--- src/rtl/h3_two_generation_bloom_filter_top_macros.svh ---
// Assertion macros for the two-generation Bloom filter.
// Used by the top level; expects clk and rst_n in scope.
`ifndef H3_TWO_GENERATION_BLOOM_FILTER_TOP_MACROS_SVH
`define H3_TWO_GENERATION_BLOOM_FILTER_TOP_MACROS_SVH

// Same-cycle implication, disabled during reset
`define H3BF_ASSERT_IMPL(name, ante, cons) \
  name: assert property (@(posedge clk) disable iff (!rst_n) (ante) |-> (cons)) \
    else $error("h3bf: same-cycle check failed");

// Next-cycle implication, disabled during reset
`define H3BF_ASSERT_NEXT(name, ante, cons) \
  name: assert property (@(posedge clk) disable iff (!rst_n) (ante) |=> (cons)) \
    else $error("h3bf: next-cycle check failed");

`endif

--- src/rtl/h3bf_pkg.sv ---
// Shared types and constants for the two-generation Bloom filter.
// No dependencies; imported by every module of the block.
package h3bf_pkg;

  // Parameter defaults
  localparam int FILTER_BITS_DEF  = 1024;
  localparam int NUM_HASHES_DEF   = 4;
  localparam int ADDRESS_BITS_DEF = 64;

  // Fixed field widths
  localparam int OPCODE_W   = 2;
  localparam int ADDR_W     = 64;
  localparam int SEED_IDX_W = 8;
  localparam int SEED_W     = 10;
  localparam int COUNT_W    = 11;

  // Seed table layout: one row of 64 seeds per hash
  localparam int SEED_STRIDE = 64;
  localparam int STRIDE_W    = 6;

  localparam logic [COUNT_W-1:0] COUNT_MAX    = 11'd2047;
  localparam logic [COUNT_W-1:0] THRESH_RESET = 11'd512;

  // Opcodes
  localparam logic [OPCODE_W-1:0] OP_LOOKUP = 2'd0;
  localparam logic [OPCODE_W-1:0] OP_INSERT = 2'd1;
  localparam logic [OPCODE_W-1:0] OP_SEED   = 2'd2;

  // Requests from the sequencer to the hash unit
  typedef struct packed {
    logic                  start;
    logic                  seed_we;
    logic [SEED_IDX_W-1:0] seed_idx;
    logic [SEED_W-1:0]     seed_val;
  } hash_req_t;

  // Write controls for the two bit arrays
  typedef struct packed {
    logic we_a;
    logic we_b;
    logic wr_bit;
  } bits_ctl_t;

endpackage

--- src/rtl/h3bf_bits.sv ---
// The two generation bit arrays, each a one-bit-wide memory.
// Depends on h3bf_pkg. Shared address for read and write, registered read.
module h3bf_bits #(
  parameter int FILTER_BITS = h3bf_pkg::FILTER_BITS_DEF,
  localparam int IDX_W = $clog2(FILTER_BITS)
) (
  input  logic                clk,
  input  h3bf_pkg::bits_ctl_t ctl,
  input  logic [IDX_W-1:0]    addr,
  output logic                rd_a,
  output logic                rd_b
);
  import h3bf_pkg::*;

  logic mem_a [FILTER_BITS];
  logic mem_b [FILTER_BITS];
  logic rd_a_r;
  logic rd_b_r;

  // Write either array, read both at the same address
  always_ff @(posedge clk) begin
    if (ctl.we_a) begin
      mem_a[addr] <= ctl.wr_bit;
    end
    if (ctl.we_b) begin
      mem_b[addr] <= ctl.wr_bit;
    end
    rd_a_r <= mem_a[addr];
    rd_b_r <= mem_b[addr];
  end

  assign rd_a = rd_a_r;
  assign rd_b = rd_b_r;

endmodule

--- config.mk ---
export PLATFORM = sky130hd
export DESIGN_NAME = h3bf_bits
export DESIGN_NICKNAME = d
export VERILOG_FILES = /design/src/rtl/h3_two_generation_bloom_filter_top_macros.svh /design/src/rtl/h3bf_pkg.sv /design/src/rtl/h3bf_bits.sv
export SDC_FILE = /design/constraint.sdc
export NUM_CORES = 2
export LEC_CHECK = 0
export ABC_AREA = 1
export BUFFER_PORTS_ARGS = -buffer_cell sky130_fd_sc_hd__buf_2
export CAP_MARGIN = 10
export CORE_ASPECT_RATIO = 1.5
export CORE_MARGIN = 5
export CORE_UTILIZATION = 40
export CTS_CLUSTER_SIZE = 24
export DETAILED_ROUTE_END_ITERATION = 10
export PLACE_DENSITY_LB_ADDON = 0.1
export SYNTH_ARGS = -nofsm -noshare
export SYNTH_HDL_FRONTEND = slang
export SYNTH_SLANG_ARGS = --single-unit
--- constraint.sdc ---
create_clock -name clk -period 5.9 [get_ports clk]
set_input_delay 1.18 -clock clk [delete_from_list [all_inputs] [get_ports clk]]
set_output_delay 1.18 -clock clk [all_outputs]
set_load 0.03 [all_outputs]
== Word-level counts from Yosys, hierarchy flattened ==
Memories as Yosys holds them, arrays and structs flattened. A register that Yosys moved wholly into a read port is not among the register bits.
Index checks and enable logic that the tools add are counted.
Widths: inputs -> output; s select.

* Register bits after elaboration: 0
* Latch bits: 0
* Bits in writable memories: 2048
* ROM bits: 0
* Bits of input ports: 14
* Output and inout bits: 2
* Logic and storage cells: 6
* Memories kept: 2

{| class="wikitable"
|+ Memories
! memory !! depth !! width !! read ports !! clocked after memory_dff !! wr ports !! RTL line !! RTL
|-
| mem_a || 1024 || 1 || 1 || 1 || 1 || h3bf_bits.sv:15 || <nowiki>logic mem_a [FILTER_BITS];</nowiki>
|-
| mem_b || 1024 || 1 || 1 || 1 || 1 || h3bf_bits.sv:16 || <nowiki>logic mem_b [FILTER_BITS];</nowiki>
|}

* Add/sub/neg operators: 0
* Multiply operators: 0
* Div/mod/pow operators: 0
* $lt $le $gt $ge: 0
* Equal/unequal tests: 0
* Shift operators: 0
* Mux-type cells: 4
* Bitwise operators: 0
* Reductions and logical operators: 0

{| class="wikitable"
|+ Operators by type and width
! operator !! count
|-
| $mux 1 || 4
|}

== Depth between registers and ports, before layout ==
* Word-level depth: 2
* Depth in mapped cells: 19
* Mapped depth without buffers: 15

== Least setup slack after synthesis ==
OpenSTA, ideal clock, no wires.

* Kind: input port to flip-flop
* From: input port addr[0]
* To: memory mem_a[1003] (enable)
* Library setup time: 312 ps
* Arrival: 2586 ps
* Required time: 5588 ps
* Path slack: 3002 ps
* Stages: 8
* Buffers on the path: 4
* Cells stage by stage: buf_2 -> nand2_1 -> inv_2 -> buf_2 -> buf_1 -> nand2_1 -> clkbuf_1 -> nor3_1

{| class="wikitable"
|+ RTL lines
! item !! RTL line !! RTL
|-
| start: declaration || h3bf_bits.sv:9 || <nowiki>input logic [IDX_W-1:0] addr,</nowiki>
|-
| end: declaration || h3bf_bits.sv:15 ||
|}

Straight into the memory's write port.

==> metrics.txt <==
Least-Margin Pin Slew=1200 ps; routed via count=73,600; maximum vdd drop=0.237 mV; FF+latch count, synth=2,050; CTS sink count=2,050; status=finished clean; Initial Utilization=0.402; post-synth top area share=0.645; post-CTS setup buffers=0; Worst setup SP type=input pin; DIE AREA=0.248 mm2; sequential area share after synthesis=0.646; Max Cap Violations=0; H-tree Lvls=4; Max-slew headroom=0.200; Yosys warnings=0; gr usage total=0.258; grt total ovfl=0; die height=608 um; DRT iter0 DRCs=6,466; largest area contributor in the netlist=edfxtp_1; TritonCTS clock tree=built; crit end category=register; instance count of the mapped netlist=10,200; EDFF count, synth=2,048; vias in the first global route=72,800; worst hold path class=register to register; PwrDens=295 mW/mm2; FP Rows=219; Detail Placement HPWL=163,000 um; Syn Area/Cell=9.35 um2; period utilization=0.663; Final #Nets=9,694; Yosys cell types=18; initial antenna violation count=12; Hold Buf Count CTS=0; crit-path max FO=102; commonest non-fill, non-tap cell in the layout=nand2_1; Buffers on Ports=15; Pleak=37.3 nW; Arrival @ worst endpoint=4730 ps; Syn-to-layout area delta=9.96%; CTS max path bufs=4; largest net degree at the start of global routing=225; CTS Buf Count=208; Post-Route WL=330,000 um; total power=30.9 mW; Clk Latency, worst-skew pair=880 ps; global-route wire length before repair=486,000 um; drt first pass iters=5; Post-synth ARST share=0; most frequent cells in the layout=4,499 x nand2_1, 2,051 x nor3_1, 2,048 x edfxtp_1; worst clock skew=44.6 ps; final setup vio count=0; RePlAce Congestion=0.790; net count after synthesis=10,200; final slew viol count=0; Setup CP Type=input pin to register; IO Pins=16; clk root buf=clkbuf_16; vias per inst=5.69; detailed-route wire length per cell=25.5 um; antenna viol nets, final=0; clk slew on worst S/H paths=70 ps; cell area after synthesis=0.0953 mm2; Fin. Hold Viols=0; ratio of cells with drive above 1 in the final layout=0.0625; Max Fclk=0.256 GHz; core outline area=0.237 mm2; setup_tns=0 ps; unrepaired setup endpoints after global routing=no; fin crit period=3910 ps; Top FF cell, synth=edfxtp_1; post-CTS resize count=0; residual DRC count=0; Critical Path RT=6720 ps; die width=409 um; top post-synthesis cells by area=edfxtp_1 65%, nand2_1 18%, nor3_1 11%
routing by layer:
layer | up-vias | global-route usage | wire length, um
li1 | 33500 | - | -
met1 | 37100 | 0.329 | 134000
met4 | 4 | 0.0823 | 11900
met5 | - | 0 | 26
met3 | 611 | 0.0330 | 20200
met2 | 2384 | 0.457 | 164000
flip-flops by register name, summed over array words and instances, names as in the netlist:
| register | flops |
|---|---|
| rd_a | 1 |
| mem_b | 1024 |
| rd_b | 1 |
| mem_a | 1024 |
synthesized netlist by cell type (12+ instances only):
| master | count |
|---|---|
| buf_2 | 94 |
| o21ai_0 | 53 |
| nor3_1 | 2059 |
| nand3_1 | 220 |
| a21oi_1 | 66 |
| clkbuf_1 | 851 |
| edfxtp_1 | 2048 |
| nand4_1 | 12 |
| nor2_1 | 136 |
| o21ai_1 | 29 |
| nand2_1 | 4563 |
| buf_1 | 40 |
critical path, stage by stage:
cell and delay [ps]:
buf_8 250, inv_8 140, buf_12 300, buf_4 700, buf_12 570, nand2_1 100
nand2_1 90, nand2_1 50, nand3_1 90, nand2_1 50, nand2_1 80, nor2_1 90
nand2_1 100, nand2_1 50, nand2_1 260, o21ai_1 90, nand2_1 180, nor2_1 70
nand2_1 80
worst paths after layout:
kind	endpoint	slack [ps]	cells past startpoint	from
setup / recovery	rd_a	1990	19	addr[0]
hold / removal	rd_a	1010	12	mem_a[835]
setup reg to reg	rd_a	3390	14	mem_a[581]
hold reg to reg	rd_a	1010	12	mem_a[835]
metrics by stage:
step	util	instance area (um2)	instances	setup slack (ps)	hold WS, ps
floorplan	-	95300	10200	3000	823
detailed placement	0.416	98600	12600	1060	994
CTS	0.442	105000	12900	2000	956
finish	0.442	105000	12900	1990	1010
global route	0.442	105000	12900	1790	996
global placement	0.416	98600	12600	1110	1020
power by group:
part	switching [mW]	internal, mW
registers	0.0111	16.0
logic	1.76	0.424
clock network	5.74	6.96
cells by family (layout without fill, tap and decap cells):
family | after synthesis | count (layout) | share of synthesized area
AO/OA/AOI/OAI | 148 | 148 | 0.00777
buffers and inverters | 1000 | 637 | 0.0406
flip-flops | 2050 | 2050 | 0.646
other | 0 | 3 | 0
AND/OR/NAND/NOR | 6996 | 6996 | 0.306
area by class of cell:
type,instances,area [um2]
fill,23200,132000
sequential,2050,61500
multi-input combinational,7144,30300
clock buffer,257,5470
tap,3094,3870
timing repair buffer,261,2770
clock inverter,104,728
inverter,15,93.8
antenna,3,7.51
No activity file was read; power rests on OpenSTA's default activity.
