`config.mk`:
```
export PLATFORM = sky130hd
export DESIGN_NAME = h3bf_hash
export DESIGN_NICKNAME = d
export VERILOG_FILES = /design/src/rtl/h3_two_generation_bloom_filter_top_macros.svh /design/src/rtl/h3bf_pkg.sv /design/src/rtl/h3bf_hash.sv
export SDC_FILE = /design/constraint.sdc
export NUM_CORES = 2
export LEC_CHECK = 0
export BUFFER_PORTS_ARGS = -buffer_cell sky130_fd_sc_hd__buf_2
export CORE_UTILIZATION = 30
export CTS_BUF_LIST = sky130_fd_sc_hd__clkbuf_16
export DETAILED_ROUTE_END_ITERATION = 10
export PLACE_DENSITY_LB_ADDON = 0.2
export SETUP_SLACK_MARGIN = 0.02
export SLEW_MARGIN = 20
export SYNTH_ARGS = -nofsm -noshare
export SYNTH_HDL_FRONTEND = slang
export SYNTH_SLANG_ARGS = --single-unit
```
`constraint.sdc`:
```
create_clock -name clk -period 4.94 [get_ports clk]
set_input_delay 0.247 -clock clk [delete_from_list [all_inputs] [get_ports clk]]
set_output_delay 0.247 -clock clk [all_outputs]
set_load 0.05 [all_outputs]
```
`src/rtl/h3_two_generation_bloom_filter_top_macros.svh`:
```
// Assertion macros for the two-generation Bloom filter.
// Used by the top level; expects clk and rst_n in scope.
`ifndef H3_TWO_GENERATION_BLOOM_FILTER_TOP_MACROS_SVH
`define H3_TWO_GENERATION_BLOOM_FILTER_TOP_MACROS_SVH

// Same-cycle implication, disabled during reset
`define H3BF_ASSERT_IMPL(name, ante, cons) \
  name: assert property (@(posedge clk) disable iff (!rst_n) (ante) |-> (cons)) \
    else $error("h3bf: same-cycle check failed");

// Next-cycle implication, disabled during reset
`define H3BF_ASSERT_NEXT(name, ante, cons) \
  name: assert property (@(posedge clk) disable iff (!rst_n) (ante) |=> (cons)) \
    else $error("h3bf: next-cycle check failed");

`endif

```
`src/rtl/h3bf_pkg.sv`:
```
// Shared types and constants for the two-generation Bloom filter.
// No dependencies; imported by every module of the block.
package h3bf_pkg;

  // Parameter defaults
  localparam int FILTER_BITS_DEF  = 1024;
  localparam int NUM_HASHES_DEF   = 4;
  localparam int ADDRESS_BITS_DEF = 64;

  // Fixed field widths
  localparam int OPCODE_W   = 2;
  localparam int ADDR_W     = 64;
  localparam int SEED_IDX_W = 8;
  localparam int SEED_W     = 10;
  localparam int COUNT_W    = 11;

  // Seed table layout: one row of 64 seeds per hash
  localparam int SEED_STRIDE = 64;
  localparam int STRIDE_W    = 6;

  localparam logic [COUNT_W-1:0] COUNT_MAX    = 11'd2047;
  localparam logic [COUNT_W-1:0] THRESH_RESET = 11'd512;

  // Opcodes
  localparam logic [OPCODE_W-1:0] OP_LOOKUP = 2'd0;
  localparam logic [OPCODE_W-1:0] OP_INSERT = 2'd1;
  localparam logic [OPCODE_W-1:0] OP_SEED   = 2'd2;

  // Requests from the sequencer to the hash unit
  typedef struct packed {
    logic                  start;
    logic                  seed_we;
    logic [SEED_IDX_W-1:0] seed_idx;
    logic [SEED_W-1:0]     seed_val;
  } hash_req_t;

  // Write controls for the two bit arrays
  typedef struct packed {
    logic we_a;
    logic we_b;
    logic wr_bit;
  } bits_ctl_t;

endpackage

```
`src/rtl/h3bf_hash.sv`:
```
// H3 hash unit: seed memory, shared XOR accumulator and index registers.
// Depends on h3bf_pkg. One seed is folded in per cycle.
module h3bf_hash #(
  parameter int FILTER_BITS  = h3bf_pkg::FILTER_BITS_DEF,
  parameter int NUM_HASHES   = h3bf_pkg::NUM_HASHES_DEF,
  parameter int ADDRESS_BITS = h3bf_pkg::ADDRESS_BITS_DEF,
  localparam int IDX_W = $clog2(FILTER_BITS),
  localparam int IH_W  = (NUM_HASHES > 1) ? $clog2(NUM_HASHES) : 1
) (
  input  logic                      clk,
  input  logic                      rst_n,
  input  h3bf_pkg::hash_req_t       req,
  input  logic [h3bf_pkg::ADDR_W-1:0] addr,
  input  logic [IH_W-1:0]           idx_sel,
  output logic [IDX_W-1:0]          idx,
  output logic                      done
);
  import h3bf_pkg::*;

  localparam int SEED_DEPTH = NUM_HASHES * SEED_STRIDE;
  localparam int SA_W       = $clog2(SEED_DEPTH);
  localparam int RED_W      = 24;
  localparam logic [RED_W-1:0] FB_R = RED_W'(FILTER_BITS);

  logic [SEED_W-1:0]   seed_mem [SEED_DEPTH];
  logic [SEED_W-1:0]   seed_q_r;
  logic [SA_W-1:0]     seed_raddr;
  logic [ADDR_W-1:0]   addr_r;
  logic                busy_r;
  logic [IH_W-1:0]     h_r;
  logic [STRIDE_W-1:0] b_r;
  logic                rd_v_r;
  logic                rd_bit_r;
  logic                rd_last_r;
  logic [IH_W-1:0]     rd_h_r;
  logic [SEED_W-1:0]   acc_r;
  logic [SEED_W-1:0]   acc_x;
  logic [RED_W-1:0]    red;
  logic                done_r;
  logic [IDX_W-1:0]    idx_r [NUM_HASHES];
  logic                seed_wr_ok;
  logic                b_last;

  assign seed_raddr = SA_W'({h_r, b_r});
  assign seed_wr_ok = req.seed_we && ({3'b000, req.seed_idx} < 11'(SEED_DEPTH));
  assign b_last     = (b_r == STRIDE_W'(ADDRESS_BITS - 1));

  // Seed memory: one write port, one registered read port
  always_ff @(posedge clk) begin
    if (seed_wr_ok) begin
      seed_mem[SA_W'(req.seed_idx)] <= req.seed_val;
    end
    seed_q_r <= seed_mem[seed_raddr];
  end

  // Fold in the returned seed and reduce the sum into the filter range
  always_comb begin
    acc_x = acc_r ^ (rd_bit_r ? seed_q_r : '0);
    red   = RED_W'(acc_x);
    for (int k = 6; k >= 0; k--) begin
      if (red >= (FB_R << k)) begin
        red = red - (FB_R << k);
      end
    end
  end

  // Walk hashes and address bits, then store each finished index
  always_ff @(posedge clk) begin
    if (!rst_n) begin
      busy_r    <= 1'b0;
      h_r       <= '0;
      b_r       <= '0;
      rd_v_r    <= 1'b0;
      rd_last_r <= 1'b0;
      done_r    <= 1'b0;
      acc_r     <= '0;
    end else begin
      done_r    <= 1'b0;
      rd_v_r    <= busy_r;
      rd_last_r <= busy_r && b_last;
      if (req.start) begin
        busy_r <= 1'b1;
        h_r    <= '0;
        b_r    <= '0;
        acc_r  <= '0;
      end else if (busy_r) begin
        if (b_last) begin
          b_r <= '0;
          if (h_r == IH_W'(NUM_HASHES - 1)) begin
            busy_r <= 1'b0;
          end else begin
            h_r <= h_r + 1'b1;
          end
        end else begin
          b_r <= b_r + 1'b1;
        end
      end
      if (rd_v_r) begin
        if (rd_last_r) begin
          acc_r <= '0;
          if (rd_h_r == IH_W'(NUM_HASHES - 1)) begin
            done_r <= 1'b1;
          end
        end else begin
          acc_r <= acc_x;
        end
      end
    end
  end

  // Payload side of the read pipeline and the index registers
  always_ff @(posedge clk) begin
    if (req.start) begin
      addr_r <= addr;
    end
    rd_bit_r <= addr_r[b_r];
    rd_h_r   <= h_r;
    if (rd_v_r && rd_last_r) begin
      idx_r[rd_h_r] <= red[IDX_W-1:0];
    end
  end

  assign idx  = idx_r[idx_sel];
  assign done = done_r;

endmodule

```
* Word-level counts from Yosys, hierarchy flattened
Memories as Yosys holds them, arrays and structs flattened. A register that Yosys moved wholly into a read port is not among the register bits. Index checks and enable logic that the tools add are counted.
Operators by class: multipliers 0, muxes and demuxes 16, reductions and logical operators 6, magnitude comparators 1, div/mod/pow operators 0, $add $sub $neg 2, eq/ne operators 3, shift operators 0, bitwise gates (word level) 3
Operator list (count):
- $mux W10 | 4
- $mux W1 | 10
- $xor A10 B10 Y10 | 1
- $lt A6 B7 Y1 const B | 1
- $add A6 B1 Y6 const B | 1
- $bmux W1 S6 | 1
- $eq A6 B6 Y1 const B | 1
- $mux W6 | 1
- $reduce_and A3 Y1 | 2
- $eq A2 B2 Y1 const B | 2
- $add A2 B1 Y2 const B | 1
- $logic_and A1 B1 Y1 | 2
- $not A1 Y1 | 2
- $reduce_bool A2 Y1 | 1
- $reduce_or A2 Y1 | 1
Storage, ports and cells: bits in latches 0, output and inout port bits 11, bits in read-only memories 0, register bits 89, word-level logic and storage cells 43, memory bits (writable) 2600, memories 2, input port bits 88
Memory list:
- seed_mem | depth 256, bits a word 10, rd ports 1, clocked after Yosys merged registers in 1, write ports 1, RTL line h3bf_hash.sv:25 | logic [SEED_W-1:0] seed_mem [SEED_DEPTH];
- idx_r | depth 4, bits a word 10, rd ports 1, clocked after Yosys merged registers in 0, write ports 1, RTL line h3bf_hash.sv:40 | logic [IDX_W-1:0] idx_r [NUM_HASHES];

* Logic depth before layout (Yosys ltp)
word-level depth 5, mapped depth 13, depth with buffers taken out 6

* Least setup slack after synthesis
No wires, ideal clock.
kind flip-flop to flip-flop, start register b_r[0], end register seed_q_r[6], read port of seed_mem, required time 4.824 ns, library setup time 0.116 ns, period minus slack after synthesis 2.466 ns, data arrival time 2.350 ns, path buffers 4, path slack 2.474 ns, stages on the path, launching flop included 10, path through dfxtp_1 > buf_6 > buf_6 > buf_6 > buf_2 > mux4_2 > a221oi_1 > o21ai_0 > a211o_1 > a31o_1
RTL lines:
- from (decl) | RTL line h3bf_hash.sv:31 | logic [STRIDE_W-1:0] b_r;
- from (signal assigned) | RTL line h3bf_hash.sv:95 | b_r <= b_r + 1'b1;
- to (decl) | RTL line h3bf_hash.sv:26 | logic [SEED_W-1:0] seed_q_r;

==> results.rst <==
.. list-table::
   :header-rows: 1

   * - Metric
     - Value
   * - Number of antenna violations at the first check in global routing
     - 23
   * - Power after layout
     - 48.59 mW
   * - Max FO, Critical Path
     - 31
   * - Drt pass-1 iters
     - 5
   * - Top cells by area in the synthesized netlist
     - sky130_fd_sc_hd__edfxtp_1 (77%), sky130_fd_sc_hd__mux4_2 (13%), sky130_fd_sc_hd__mux2i_1 (2.1%), sky130_fd_sc_hd__nor2_1 (1.0%), sky130_fd_sc_hd__a22oi_1 (0.84%)
   * - Antenna-violating nets left
     - 0
   * - Area overhead of the layout relative to synthesis
     - 18.39%
   * - Hold buffer count at CTS
     - 134
   * - Required time at the worst-slack endpoint
     - 5690 ps
   * - YS warnings
     - 0
   * - Residual DRC
     - 0
   * - Accumulated negative setup slack
     - 0 ps
   * - Number of I/O port buffers
     - 98
   * - Y dimension of the die
     - 591.2 um
   * - Cell area after placement
     - 112300 um^2
   * - Synthesized flop and latch total
     - 2699
   * - Final period demand of the worst path
     - 4236 ps
   * - Max-slew violations
     - 0
   * - Total leakage power
     - 38.05 nW
   * - Mean routed wirelength per cell
     - 31.30 um
   * - Worst relative slew slack
     - 20.66%
   * - Remaining Overflow, GRT
     - 0
   * - Post-synth EDFFs
     - 2664
   * - Crit path setup slack, layout
     - 704.1 ps
   * - Dominant synthesized flop cell
     - sky130_fd_sc_hd__edfxtp_1
   * - GRT Overall Usage
     - 18.25%
   * - Floorplan core area
     - 344100 um^2
   * - Count of distinct cell types in the synthesized netlist
     - 72
   * - CTS-repair resized insts
     - 0
   * - Number of sinks handled by clock tree synthesis
     - 2699
   * - Starting utilization of the core area
     - 30.26%
   * - Via count of the first global-routing pass
     - 54610
   * - Setup slack after placement
     - 706.0 ps
   * - Number of buffers created by CTS
     - 302
   * - Clock latency on the worst-skew pair
     - 920 ps
   * - Number of post-CTS setup repair buffers
     - 0
   * - Post-synth top area share
     - 76.82%
   * - Cell count after synthesis
     - 4877
   * - Post-synth top cells
     - sky130_fd_sc_hd__edfxtp_1 (2664), sky130_fd_sc_hd__mux4_2 (588), sky130_fd_sc_hd__nor2_1 (287)
   * - Worst Setup Start Kind
     - flop
   * - Proportion of layout cells with a drive suffix above 1
     - 27.46%
   * - Worst Clk Skew
     - 37.79 ps
   * - Global-route wire length before repair
     - 448.0 mm
   * - Ports
     - 99
   * - HP Class
     - in -> reg
   * - Final setup violation count
     - 0
   * - Overall die width
     - 591.2 um
   * - Clock tree from TritonCTS
     - built
   * - Maximum number of pins on one net before global-route repair
     - 173
   * - Setup Crit Path Kind
     - reg -> reg
   * - Worst supply voltage drop on vdd
     - 0.2350 mV
   * - Number of H-tree levels
     - 5
   * - Clock-pin slew on the worst setup and hold paths
     - 60 ps
   * - CP Capture Type
     - flop
   * - Share of synthesized area occupied by flip-flops and latches
     - 77.50%
   * - Final net count
     - 5584
   * - Count of final hold-check violations
     - 0
   * - 1st-iter DRT viols
     - 5695
   * - Mapped Nets
     - 4967
   * - Post-route standard cell area excluding fillers
     - 123300 um^2
   * - RSZ-0062 raised after global routing
     - false
   * - Final period util
     - 85.75%
   * - Cell with the most instances after synthesis
     - sky130_fd_sc_hd__edfxtp_1
   * - Final wirelength
     - 322.4 mm
   * - Tightest Pin Transition
     - 1172 ps
   * - Post-synthesis cell type with the largest combined area
     - sky130_fd_sc_hd__edfxtp_1
   * - Mean cell area of the mapped netlist
     - 21.35 um^2
   * - Number of core rows
     - 215
   * - Vias post-DR
     - 53130
   * - Areal power density over the cells
     - 394.1 nW/um^2
   * - Post-DP HPWL
     - 198.6 mm
   * - CP Data Arrival Time
     - 4990 ps
   * - Count of max-cap constraint violations
     - 0
   * - Clock Root Buffer
     - sky130_fd_sc_hd__clkbuf_16
   * - Fin Hold WS
     - 66.07 ps
   * - Vias/cell
     - 5.157
   * - Status
     - completed
   * - Highest achievable clock rate
     - 236.1 MHz
   * - Synth async-reset ratio
     - 0%
   * - Post-synth design cell area
     - 104100 um^2
   * - Final RePlAce weighted congestion
     - 0.8361
   * - Bufs on Longest Clock Path
     - 4
   * - Die area
     - 349500 um^2
[cell type report]
cell class                 instances  area, um^2
fill                           31700      220800
sequential                      2699       80720
multi-input combinational       1871       21970
clock buffer                     307        7682
tap                             4557        5702
timing repair buffer             610        5335
clock inverter                   239        1804
inverter                          10       45.04
antenna                            9       22.52
[report_power, final]
part	internal [mW]	switching (mW)	total, mW
combinational	0.514	0.947	1.46
sequential	25.3	0.0439	25.3
clock	12.4	9.40	21.8
[final timing paths]
check	startpoint	to	slack (ps)	cells after the start
setup / recovery	b_r[0]	seed_q_r[0]	700	8
hold / removal	addr[41]	addr_r[41]	70	2
setup reg to reg	b_r[0]	seed_q_r[0]	700	8
hold reg to reg	acc_r[2]	acc_r[2]	540	2
[sequential cells by signal, summed over array words and instances, names as in the netlist]
| name | cells |
|---|---|
| seed_mem | 2560 |
| addr_r | 64 |
| idx_r | 40 |
| acc_r | 10 |
| seed_q_r | 10 |
| b_r | 6 |
| h_r | 2 |
| rd_h_r | 2 |
| busy_r | 1 |
| done | 1 |
| rd_bit_r | 1 |
| rd_last_r | 1 |
| rd_v_r | 1 |
[per-layer routing]
metal | wire (um) | global-route usage, % | part of all wire, %
met1 | 139700 | 25.42 | 43
met2 | 152000 | 29.25 | 47
met5 | 60 | 0 | 0.019
met3 | 20300 | 3.077 | 6.3
met4 | 10430 | 5.600 | 3.2
[metrics by stage]
| stage | utilization (%) | cells |
|---|---|---|
| after floorplan | - | 4877 |
| after global placement | 32.63 | 9611 |
| after detailed placement | 32.65 | 9611 |
| after CTS | 35.80 | 10290 |
| after global routing | 35.82 | 10290 |
| final | 35.83 | 10300 |
[cell families (layout without fill, tap and decap cells)]
logic type	count (synthesis)	after routing	share of synthesized area, %
AO/OA/AOI/OAI	477	477	3.304
multiplexers	830	830	15.07
other	0	9	0
adder cells (fa/ha/maj)	2	2	0.02403
AND/OR/NAND/NOR	549	549	2.321
buffers and inverters	307	1166	1.676
XOR/XNOR	13	13	0.1093
flip-flops	2699	2699	77.50
[worst max-delay path, stage by stage, from the launching register on]
cell	delay, ps
sky130_fd_sc_hd__dfxtp_4	920
sky130_fd_sc_hd__buf_12	280
sky130_fd_sc_hd__buf_12	280
sky130_fd_sc_hd__mux4_2	580
sky130_fd_sc_hd__a22oi_1	310
sky130_fd_sc_hd__a21oi_1	300
sky130_fd_sc_hd__a21oi_1	660
sky130_fd_sc_hd__and4b_1	500
sky130_fd_sc_hd__o32ai_1	120
[cell usage in the layout, fill, tap and decap left out, types with 21 or more instances in the layout]
cell                            netlist  layout
sky130_fd_sc_hd__nor2_2               0      48
sky130_fd_sc_hd__a21oi_1             75      75
sky130_fd_sc_hd__mux4_2             588     588
sky130_fd_sc_hd__a221oi_1            51      51
sky130_fd_sc_hd__inv_1                9      85
sky130_fd_sc_hd__bufinv_16            0      21
sky130_fd_sc_hd__buf_4               38     333
sky130_fd_sc_hd__dfxtp_1             35      28
sky130_fd_sc_hd__clkinv_1             0      67
sky130_fd_sc_hd__nor2_1             287     237
sky130_fd_sc_hd__o22ai_1             27      27
sky130_fd_sc_hd__mux2i_1            223     223
sky130_fd_sc_hd__nand2_1            118     118
sky130_fd_sc_hd__dlygate4sd3_1        0     134
sky130_fd_sc_hd__edfxtp_1          2664    2664
sky130_fd_sc_hd__clkbuf_16            0     307
sky130_fd_sc_hd__a22oi_1            117     117
sky130_fd_sc_hd__nor2b_1             34      30
sky130_fd_sc_hd__a211oi_1            28      26
sky130_fd_sc_hd__o221ai_1            26      26
sky130_fd_sc_hd__a22o_1              21      21
sky130_fd_sc_hd__nand3_1             42      33
sky130_fd_sc_hd__buf_2               84      88
sky130_fd_sc_hd__clkinv_2             0      39
sky130_fd_sc_hd__o21ai_0             51      51
sky130_fd_sc_hd__buf_12               3      43
Power figures use the tool's default switching activity.
